**src/rtl/cesd_pkg.sv**
```systemverilog
package cesd_pkg;

  localparam logic [7:0] ChBackslash = 8'h5C;
  localparam logic [7:0] ChDigit0    = 8'h30;
  localparam logic [7:0] ChDigit7    = 8'h37;
  localparam logic [7:0] ChNul       = 8'h00;
  localparam logic [7:0] ChLowerN    = 8'h6E;
  localparam logic [7:0] ChLowerF    = 8'h66;
  localparam logic [7:0] ChLowerB    = 8'h62;
  localparam logic [7:0] ChLowerR    = 8'h72;
  localparam logic [7:0] ChLowerT    = 8'h74;
  localparam logic [7:0] CodeLf      = 8'h0A;
  localparam logic [7:0] CodeFf      = 8'h0C;
  localparam logic [7:0] CodeBs      = 8'h08;
  localparam logic [7:0] CodeCr      = 8'h0D;
  localparam logic [7:0] CodeHt      = 8'h09;

  // Result queue depth: one slot holds the result in flight, two take a new item.
  localparam int QueueDepth = 3;

  typedef struct packed {
    logic [7:0] data;
    logic       last;
  } item_t;

  // Results of one decoded character, in order; cnt says how many are valid.
  typedef struct packed {
    logic [1:0] cnt;
    item_t      first;
    item_t      second;
  } dec_out_t;

  function automatic logic [7:0] letter_code(input logic [7:0] c);
    logic [7:0] r;
    begin
      unique case (c)
        ChLowerN: r = CodeLf;
        ChLowerF: r = CodeFf;
        ChLowerB: r = CodeBs;
        ChLowerR: r = CodeCr;
        ChLowerT: r = CodeHt;
        default:  r = c;
      endcase
      return r;
    end
  endfunction

endpackage

```
**src/rtl/cesd_decode.sv**
```systemverilog
module cesd_decode (
  input  logic               clk,
  input  logic               rst,
  input  logic               accept,
  input  logic [7:0]         in_byte,
  output cesd_pkg::dec_out_t res
);

  typedef enum logic [1:0] {
    MODE_PLAIN = 2'd0,
    MODE_ESC   = 2'd1,
    MODE_OCT1  = 2'd2,
    MODE_OCT2  = 2'd3
  } mode_t;

  mode_t      mode;
  mode_t      mode_next;
  logic [7:0] accum;
  logic [7:0] accum_next;

  logic         is_oct;
  logic [2:0]   digit;
  logic [7:0]   shifted;
  logic         plain_emit;
  cesd_pkg::item_t plain_item;
  mode_t        plain_mode;

  assign is_oct  = (in_byte >= cesd_pkg::ChDigit0) && (in_byte <= cesd_pkg::ChDigit7);
  assign digit   = in_byte[2:0];
  assign shifted = {accum[4:0], digit};

  // How a character is handled in plain copy mode.
  always_comb begin
    plain_item.data = in_byte;
    plain_item.last = 1'b0;
    plain_emit      = 1'b1;
    plain_mode      = MODE_PLAIN;
    if (in_byte == cesd_pkg::ChNul) begin
      plain_item.last = 1'b1;
    end else if (in_byte == cesd_pkg::ChBackslash) begin
      plain_emit = 1'b0;
      plain_mode = MODE_ESC;
    end
  end

  always_comb begin
    res.cnt         = 2'd0;
    res.first       = plain_item;
    res.second      = plain_item;
    mode_next       = mode;
    accum_next      = accum;
    unique case (mode)
      MODE_PLAIN: begin
        res.cnt   = {1'b0, plain_emit};
        mode_next = plain_mode;
      end
      MODE_ESC: begin
        mode_next = MODE_PLAIN;
        if (in_byte == cesd_pkg::ChNul) begin
          res.cnt         = 2'd1;
          res.first.data  = cesd_pkg::ChNul;
          res.first.last  = 1'b1;
        end else if (is_oct) begin
          accum_next = {5'd0, digit};
          mode_next  = MODE_OCT1;
        end else begin
          res.cnt        = 2'd1;
          res.first.data = cesd_pkg::letter_code(in_byte);
          res.first.last = 1'b0;
        end
      end
      MODE_OCT1, MODE_OCT2: begin
        if (is_oct) begin
          accum_next = shifted;
          if (mode == MODE_OCT1) begin
            mode_next = MODE_OCT2;
          end else begin
            mode_next      = MODE_PLAIN;
            res.cnt        = 2'd1;
            res.first.data = shifted;
            res.first.last = 1'b0;
          end
        end else begin
          // The pending octal value goes out ahead of the ending character.
          res.first.data = accum;
          res.first.last = 1'b0;
          res.cnt        = plain_emit ? 2'd2 : 2'd1;
          mode_next      = plain_mode;
        end
      end
      default: begin
        mode_next = MODE_PLAIN;
      end
    endcase
  end

  always_ff @(posedge clk) begin
    if (rst) begin
      mode  <= MODE_PLAIN;
      accum <= 8'd0;
    end else if (accept) begin
      mode  <= mode_next;
      accum <= accum_next;
    end
  end

endmodule

```
**src/rtl/cesd_queue.sv**
```systemverilog
module cesd_queue #(
  parameter int Depth = cesd_pkg::QueueDepth
) (
  input  logic               clk,
  input  logic               rst,
  input  cesd_pkg::dec_out_t push,
  input  logic               pop,
  output logic               not_empty,
  output logic               room_two,
  output cesd_pkg::item_t    head
);

  localparam int CntW = $clog2(Depth + 1);

  cesd_pkg::item_t entries [Depth];
  cesd_pkg::item_t entries_next [Depth];
  logic [CntW-1:0] count;
  logic [CntW-1:0] count_next;
  logic [CntW-1:0] base;

  assign not_empty = (count != '0);
  assign room_two  = (count <= CntW'(Depth - 2));
  assign head      = entries[0];

  always_comb begin
    base = count - CntW'(pop);
    for (int i = 0; i < Depth; i++) begin
      if (pop && (i < Depth - 1)) begin
        entries_next[i] = entries[i + 1];
      end else begin
        entries_next[i] = entries[i];
      end
      if ((push.cnt != 2'd0) && (CntW'(i) == base)) begin
        entries_next[i] = push.first;
      end
      if ((push.cnt == 2'd2) && (CntW'(i) == base + CntW'(1))) begin
        entries_next[i] = push.second;
      end
    end
    count_next = base + CntW'(push.cnt);
  end

  always_ff @(posedge clk) begin
    if (rst) begin
      count <= '0;
    end else begin
      count <= count_next;
    end
    for (int i = 0; i < Depth; i++) begin
      entries[i] <= entries_next[i];
    end
  end

endmodule

```
**src/rtl/c_escape_sequence_decoder.sv**
```systemverilog
// Channel  Handshake             Payload
// in       in_valid / in_ready   in_byte
// out      out_valid / out_ready out_byte, end_mark
//
// Each character is decoded in the cycle it is taken; its results enter
// the result queue behind earlier ones and go out one per cycle while
// out_ready is high. A character other than an octal digit or a backslash
// that ends an octal run yields two results, which drops in_ready until
// the queue holds at most one result again.
// in_ready depends on the fill of the three-entry result queue only.
// Reset returns the decoder to plain copy mode and empties the queue.
module c_escape_sequence_decoder #(
  parameter int QueueDepth = cesd_pkg::QueueDepth
) (
  input  logic       clk,
  input  logic       rst,
  input  logic       in_valid,
  output logic       in_ready,
  input  logic [7:0] in_byte,
  output logic       out_valid,
  input  logic       out_ready,
  output logic [7:0] out_byte,
  output logic       end_mark
);

  cesd_pkg::dec_out_t dec_res;
  cesd_pkg::dec_out_t push;
  cesd_pkg::item_t    head;
  logic               accept;
  logic               room_two;

  assign accept = in_valid && in_ready;
  assign in_ready = room_two;

  always_comb begin
    push = dec_res;
    if (!accept) begin
      push.cnt = 2'd0;
    end
  end

  cesd_decode u_decode (
    .clk     (clk),
    .rst     (rst),
    .accept  (accept),
    .in_byte (in_byte),
    .res     (dec_res)
  );

  cesd_queue #(
    .Depth (QueueDepth)
  ) u_queue (
    .clk       (clk),
    .rst       (rst),
    .push      (push),
    .pop       (out_valid && out_ready),
    .not_empty (out_valid),
    .room_two  (room_two),
    .head      (head)
  );

  assign out_byte = head.data;
  assign end_mark = head.last;

endmodule
```
**config.mk**
```make
export PLATFORM = sky130hd
export DESIGN_NAME = c_escape_sequence_decoder
export DESIGN_NICKNAME = d
export VERILOG_FILES = /design/src/rtl/cesd_pkg.sv /design/src/rtl/cesd_decode.sv /design/src/rtl/cesd_queue.sv /design/src/rtl/c_escape_sequence_decoder.sv
export SDC_FILE = /design/constraint.sdc
export NUM_CORES = 1
export LEC_CHECK = 0
export BUFFER_PORTS_ARGS = -buffer_cell sky130_fd_sc_hd__buf_2
export CELL_PAD_IN_SITES_DETAIL_PLACEMENT = 1
export CELL_PAD_IN_SITES_GLOBAL_PLACEMENT = 1
export CORE_ASPECT_RATIO = 0.75
export CORE_MARGIN = 10
export CORE_UTILIZATION = 41
export CTS_CLUSTER_SIZE = 20
export DETAILED_ROUTE_END_ITERATION = 8
export PLACE_DENSITY_LB_ADDON = 0.1
export SYNTH_ARGS = -nofsm -noshare
export SYNTH_HDL_FRONTEND = slang
export SYNTH_HIERARCHICAL = 1
export SYNTH_SLANG_ARGS = --single-unit
export TNS_END_PERCENT = 1
```
**constraint.sdc**
```tcl
create_clock -name clk -period 4.1 [get_ports clk]
set_clock_uncertainty 0.05 [all_clocks]
set_input_delay 0.82 -clock clk [delete_from_list [all_inputs] [get_ports clk]]
set_output_delay 0.82 -clock clk [all_outputs]
set_load 0.02 [all_outputs]
```
## Yosys cells after proc, flatten, opt, wreduce, memory -nomap -nowiden

Memories as Yosys holds them, arrays and structs flattened.
Cells that the tools add are included.

- Flip-flop bits (word level): 12
- RAM bits: 27
- Input port bits: 12
- Output and inout bits: 11
- Logic and storage cells: 76
- Memories: 1

- Add/sub/neg operators: 3
- Order comparisons: 3
- Equal/unequal tests: 17
- Mux-type cells: 31
- Reductions and logical operators: 18

Memories:

| memory | words | width | rd ports | clocked after Yosys merged registers in | write ports | line | RTL |
|---|---|---|---|---|---|---|---|
| u_queue.entries | 3 | 9 | 3 | 0 | 3 | cesd_queue.sv:15 | `cesd_pkg::item_t entries [Depth];` |

Operators by type and width:

| kind | number |
|---|---|
| 2-to-1 mux 9 bit | 8 |
| == test 8 x 7 -> 1 bit (second input constant) | 6 |
| one-hot mux 8 bit (5 select lines) | 1 |
| 2-to-1 mux 8 bit | 3 |
| 2-to-1 mux 11 bit | 2 |
| 2-to-1 mux 10 bit | 2 |
| one-hot mux 9 bit (2 select lines) | 1 |
| one-hot mux 8 bit (2 select lines) | 1 |
| 2-to-1 mux 2 bit | 7 |
| one-hot mux 2 bit (3 select lines) | 2 |
| logical AND 1 bit | 9 |
| >= comparator 8 x 6 -> 1 bit (second input constant) | 1 |
| less-or-equal comparator 8 x 6 -> 1 bit (second input constant) | 1 |
| logical NOT 8 bit | 1 |
| == test 2 bit (second input constant) | 3 |
| logical NOT 2 bit | 3 |
| nonzero test 2 bit | 3 |
| AND reduction 5 bit | 1 |
| == test 1 x 2 -> 1 bit (first input constant) | 2 |
| == test 2 bit (first input constant) | 2 |
| 2-to-1 mux 1 bit | 4 |
| inequality test 2 x 1 -> 1 bit (second input constant) | 2 |
| adder 2 x 1 -> 2 bit (second input constant) | 1 |
| adder 2 bit | 1 |
| other kinds (5) | 5 |

## Logic depth before layout (Yosys ltp)

- Word-level depth: 11
- Gate-level depth with buffers: 12
- Gate-level depth less buffers: 8

## Modules after synthesis

The synthesis kept the hierarchy.

Modules (own cells, without submodules):

| module | times used | cells an instance | area each (sq um) | seq. area each (sq um) |
|---|---|---|---|---|
| cesd_queue | 1 | 168 | 1736.7 | 850.8 |
| cesd_decode | 1 | 130 | 919.6 | 200.2 |
| c_escape_sequence_decoder | 1 | 4 | 25.0 | 0.0 |

## Least setup slack after synthesis

No wires, ideal clock.

- Path kind: input port to flip-flop
- Start: input port in_byte[1]
- End: memory u_queue/entries[0][0] (netlist bit), enable pin
- Library setup time: 0.379 ns
- Data arrival time: 3.561 ns
- Data required time: 3.671 ns
- Setup slack: 0.111 ns
- Cell stages on the path: 12
- Path buffers: 4
- Cells stage by stage: clkbuf_1 -> or4_1 -> nor3_2 -> mux2i_1 -> o31ai_1 -> and3_1 -> buf_2 -> or3b_1 -> buf_2 -> nand2b_1 -> buf_2 -> o211ai_1

RTL lines:

| element | line | RTL |
|---|---|---|
| start, declared | c_escape_sequence_decoder.sv:19 | `input logic [7:0] in_byte,` |
| end, declared | cesd_queue.sv:15 |  |

==> out/results.ini <==
[clock_tree]
cts_root_buf = clkbuf_8
cts_num_sinks = 39
clock_path_buffers = 2
cts_buffers = 5
cts_tree = yes
clkTransAtPathRegs_ns = 0.08
postCtsHoldBufs = 0
post_cts_buffers = 0
insertion_delay_ns = 0.30
cts_resized = 0
h-tree-depth = 2

[critical_path]
rr_endpoint = u_queue/entries[0][10]
cp-start-kind = primary input
crit_path_end_kind = register
cp_max_fo = 10
rr_startpoint = u_decode/mode[1]
worstPathArrival_ns = 3.60
worstPathRequired_ns = 4.05
crit_type = primary input to register
reg2reg_slack_ns = 0.87
rr_worst_depth = 8

[global_routing]
grt-ovfl-total = 0
grt_pass1_vias = 2292
track_usage = 0.1442
grt_pass1_wl_mm = 12.25
grt_max_degree = 19
antenna_found_initial = 0

[detailed_routing]
dr.first_iter.drc_count = 135
ant_nets = 0
vias = 2340
route.detailed.drc = 0
routed_wl_mm = 7.617
via_per_inst = 5.969
drt_pass1_iterations = 5
wire_per_inst_microns = 19.43

[die]
fp.dieW_microns = 113.4
start_util = 0.4244
num_rows = 25
dieArea_sq_mm = 0.01021
die_height_microns = 90.04
pin_count = 23
core_sq_mm = 0.006319

[power]
p_comb_frac = 0.417
p_sw_mw = 0.6721
total_power_mw = 1.769
pwr-share-clk = 0.222
power.leakage_nw = 0.9798
powerDensity_mw_per_mm2 = 605.1
seqPwrFrac = 0.361
switching_share = 0.3799
ir_worst_vdd_uv = 342.9
p_int_mw = 1.097

[timing]
hold_slack_ns = 0.4164
rsz0062_at_grt = no
finalHoldViolations = 0
timing.final.crit_period_ns = 3.644
max_freq_mhz = 274.4
fin_tns_setup_ns = 0
fin_crit_sh = 0.8887
fin_ws_ns = 0.4563
worstMarginPinSlew_ns = 0.8469
setup_viol = 0
relSlewSlack = 0.4326
report.final.slew_viol_count = 0

[yosys]
ys_types = 51
synthCells = 302
synth_nets = 315
async_flop_share = 0
synth_edf_count = 27
synth_common_cells = edfxtp_1 (27), nand3_1 (26), o21ai_0 (25)
yosysMostFrequentCell = edfxtp_1
synthFlopType = edfxtp_1
ys_seq_area_frac = 0.3920
synth_top_area_frac = 0.3024
syn-cell-area_sq_mm = 0.002681
yosysTopAreaCell = edfxtp_1
synth_top_cells_by_area = edfxtp_1 (30%), dfxtp_1 (9.0%), a31oi_1 (5.1%)
syn-mean-instance-area_sq_um = 8.879
yosys_warnings = 6
ys_ff_latch = 39

[layout]
areaGrowthSynthToFinish_pct = 9.053
antennaDiodeCount = 0
layout.nets = 323
drive_gt1_frac = 0.2090

[min_path]
hp-class = register to register
whs_path_depth = 2
hold_start = u_decode/accum[7]
hold_end = u_decode/accum[7]

[place]
gp_congestion = 0.7984
io_buffers = 22
hpwl_mm = 5.665
dpl_worst_slack_ns = 0.2212

[run]
cap_viol_max_count = 0

[status]
status = completed

## cell usage in the layout (no fill, tap or decap), types with 3 or more instances in the layout
cell       n
edfxtp_1  27
o21ai_0   25
o211ai_1   3
nor3_1    22
dfxtp_1   12
buf_4     18
clkbuf_8   5
nor2_1     9
nand2_1   24
inv_1      9
o21a_1    11
nand3_1   26
mux2i_1    3
a21oi_1   14
nor2b_1    6
mux2_2     9
a32o_1     3
buf_2     22
a31oi_1   22
## sequential cells by signal, summed over array words and instances (netlist names)
register and cells:
u_queue/count 2, u_queue/entries 27, u_decode/mode 2, u_decode/accum 8
## power groups by stage
stage | clock network (mW) | logic [mW] | registers, mW
global route | 0.417 | 0.809 | 0.654
CTS | 0.403 | 0.738 | 0.642
finish | 0.392 | 0.738 | 0.639
floorplan | 0 | 0.552 | 0.639
detailed placement | 0 | 0.729 | 0.650
global placement | 0 | 0.722 | 0.647
## area by class of cell
class / count / area [sq um]
Multi-Input combinational cell: 213 / 1349
Timing Repair Buffer: 40 / 245.2
Tap cell: 81 / 101.3
Sequential cell: 39 / 1051
Inverter: 11 / 41.29
Clock inverter: 3 / 67.56
Clock buffer: 5 / 68.82
Fill cell: 770 / 3395
## worst max-delay path, cell delays in order
cell      delay [ns]
buf_2           0.15
or4_1           0.57
nor3_2          0.40
mux2i_1         0.26
o31ai_1         0.09
and3_1          0.30
nand3b_1        0.22
or2_2           0.42
o211ai_1        0.14
buf_4           0.22
## through the flow
| step | cell area [sq um] | util | cells |
|---|---|---|---|
| after global placement | 2788 | 0.4412 | 384 |
| after global routing | 2924 | 0.4628 | 392 |
| after floorplan | 2681 | - | 302 |
| after detailed placement | 2788 | 0.4412 | 384 |
| after CTS | 2924 | 0.4628 | 392 |
| final | 2924 | 0.4628 | 392 |
## cells by family (layout without fill, tap and decap cells)
family	Yosys count	after routing	synth area share
adders and majority gates	1	1	0.004666
AOI/OAI and AO/OA	88	88	0.2039
buffers and inverters	50	59	0.1050
and+or+nand+nor	107	107	0.2184
DFF	39	39	0.3920
muxes	12	12	0.04900
xor gates and xnor gates	5	5	0.02707
## per-layer routing
metal | vias up | part of all wire | global-route usage
met5 | - | 0 | 0
met4 | 0 | 0.0020 | 0.03059
met3 | 2 | 0.051 | 0.02789
met2 | 57 | 0.42 | 0.2040
met1 | 1165 | 0.52 | 0.2166
li1 | 1116 | - | -
## worst max path at each step
stage | from | endpoint | slack (ns) | cells after the start
floorplan | in_byte[1] | u_queue/entries[0][0] | 0.11 | 12
global placement | in_byte[0] | u_queue/entries[0][13] | 0.32 | 10
detailed placement | in_byte[0] | u_queue/entries[0][11] | 0.22 | 10
CTS | in_byte[0] | u_queue/entries[0][10] | 0.51 | 10
global route | in_byte[0] | u_queue/entries[0][9] | 0.35 | 10
finish | in_byte[0] | u_queue/entries[0][10] | 0.46 | 10
Power figures use the tool's default switching activity.
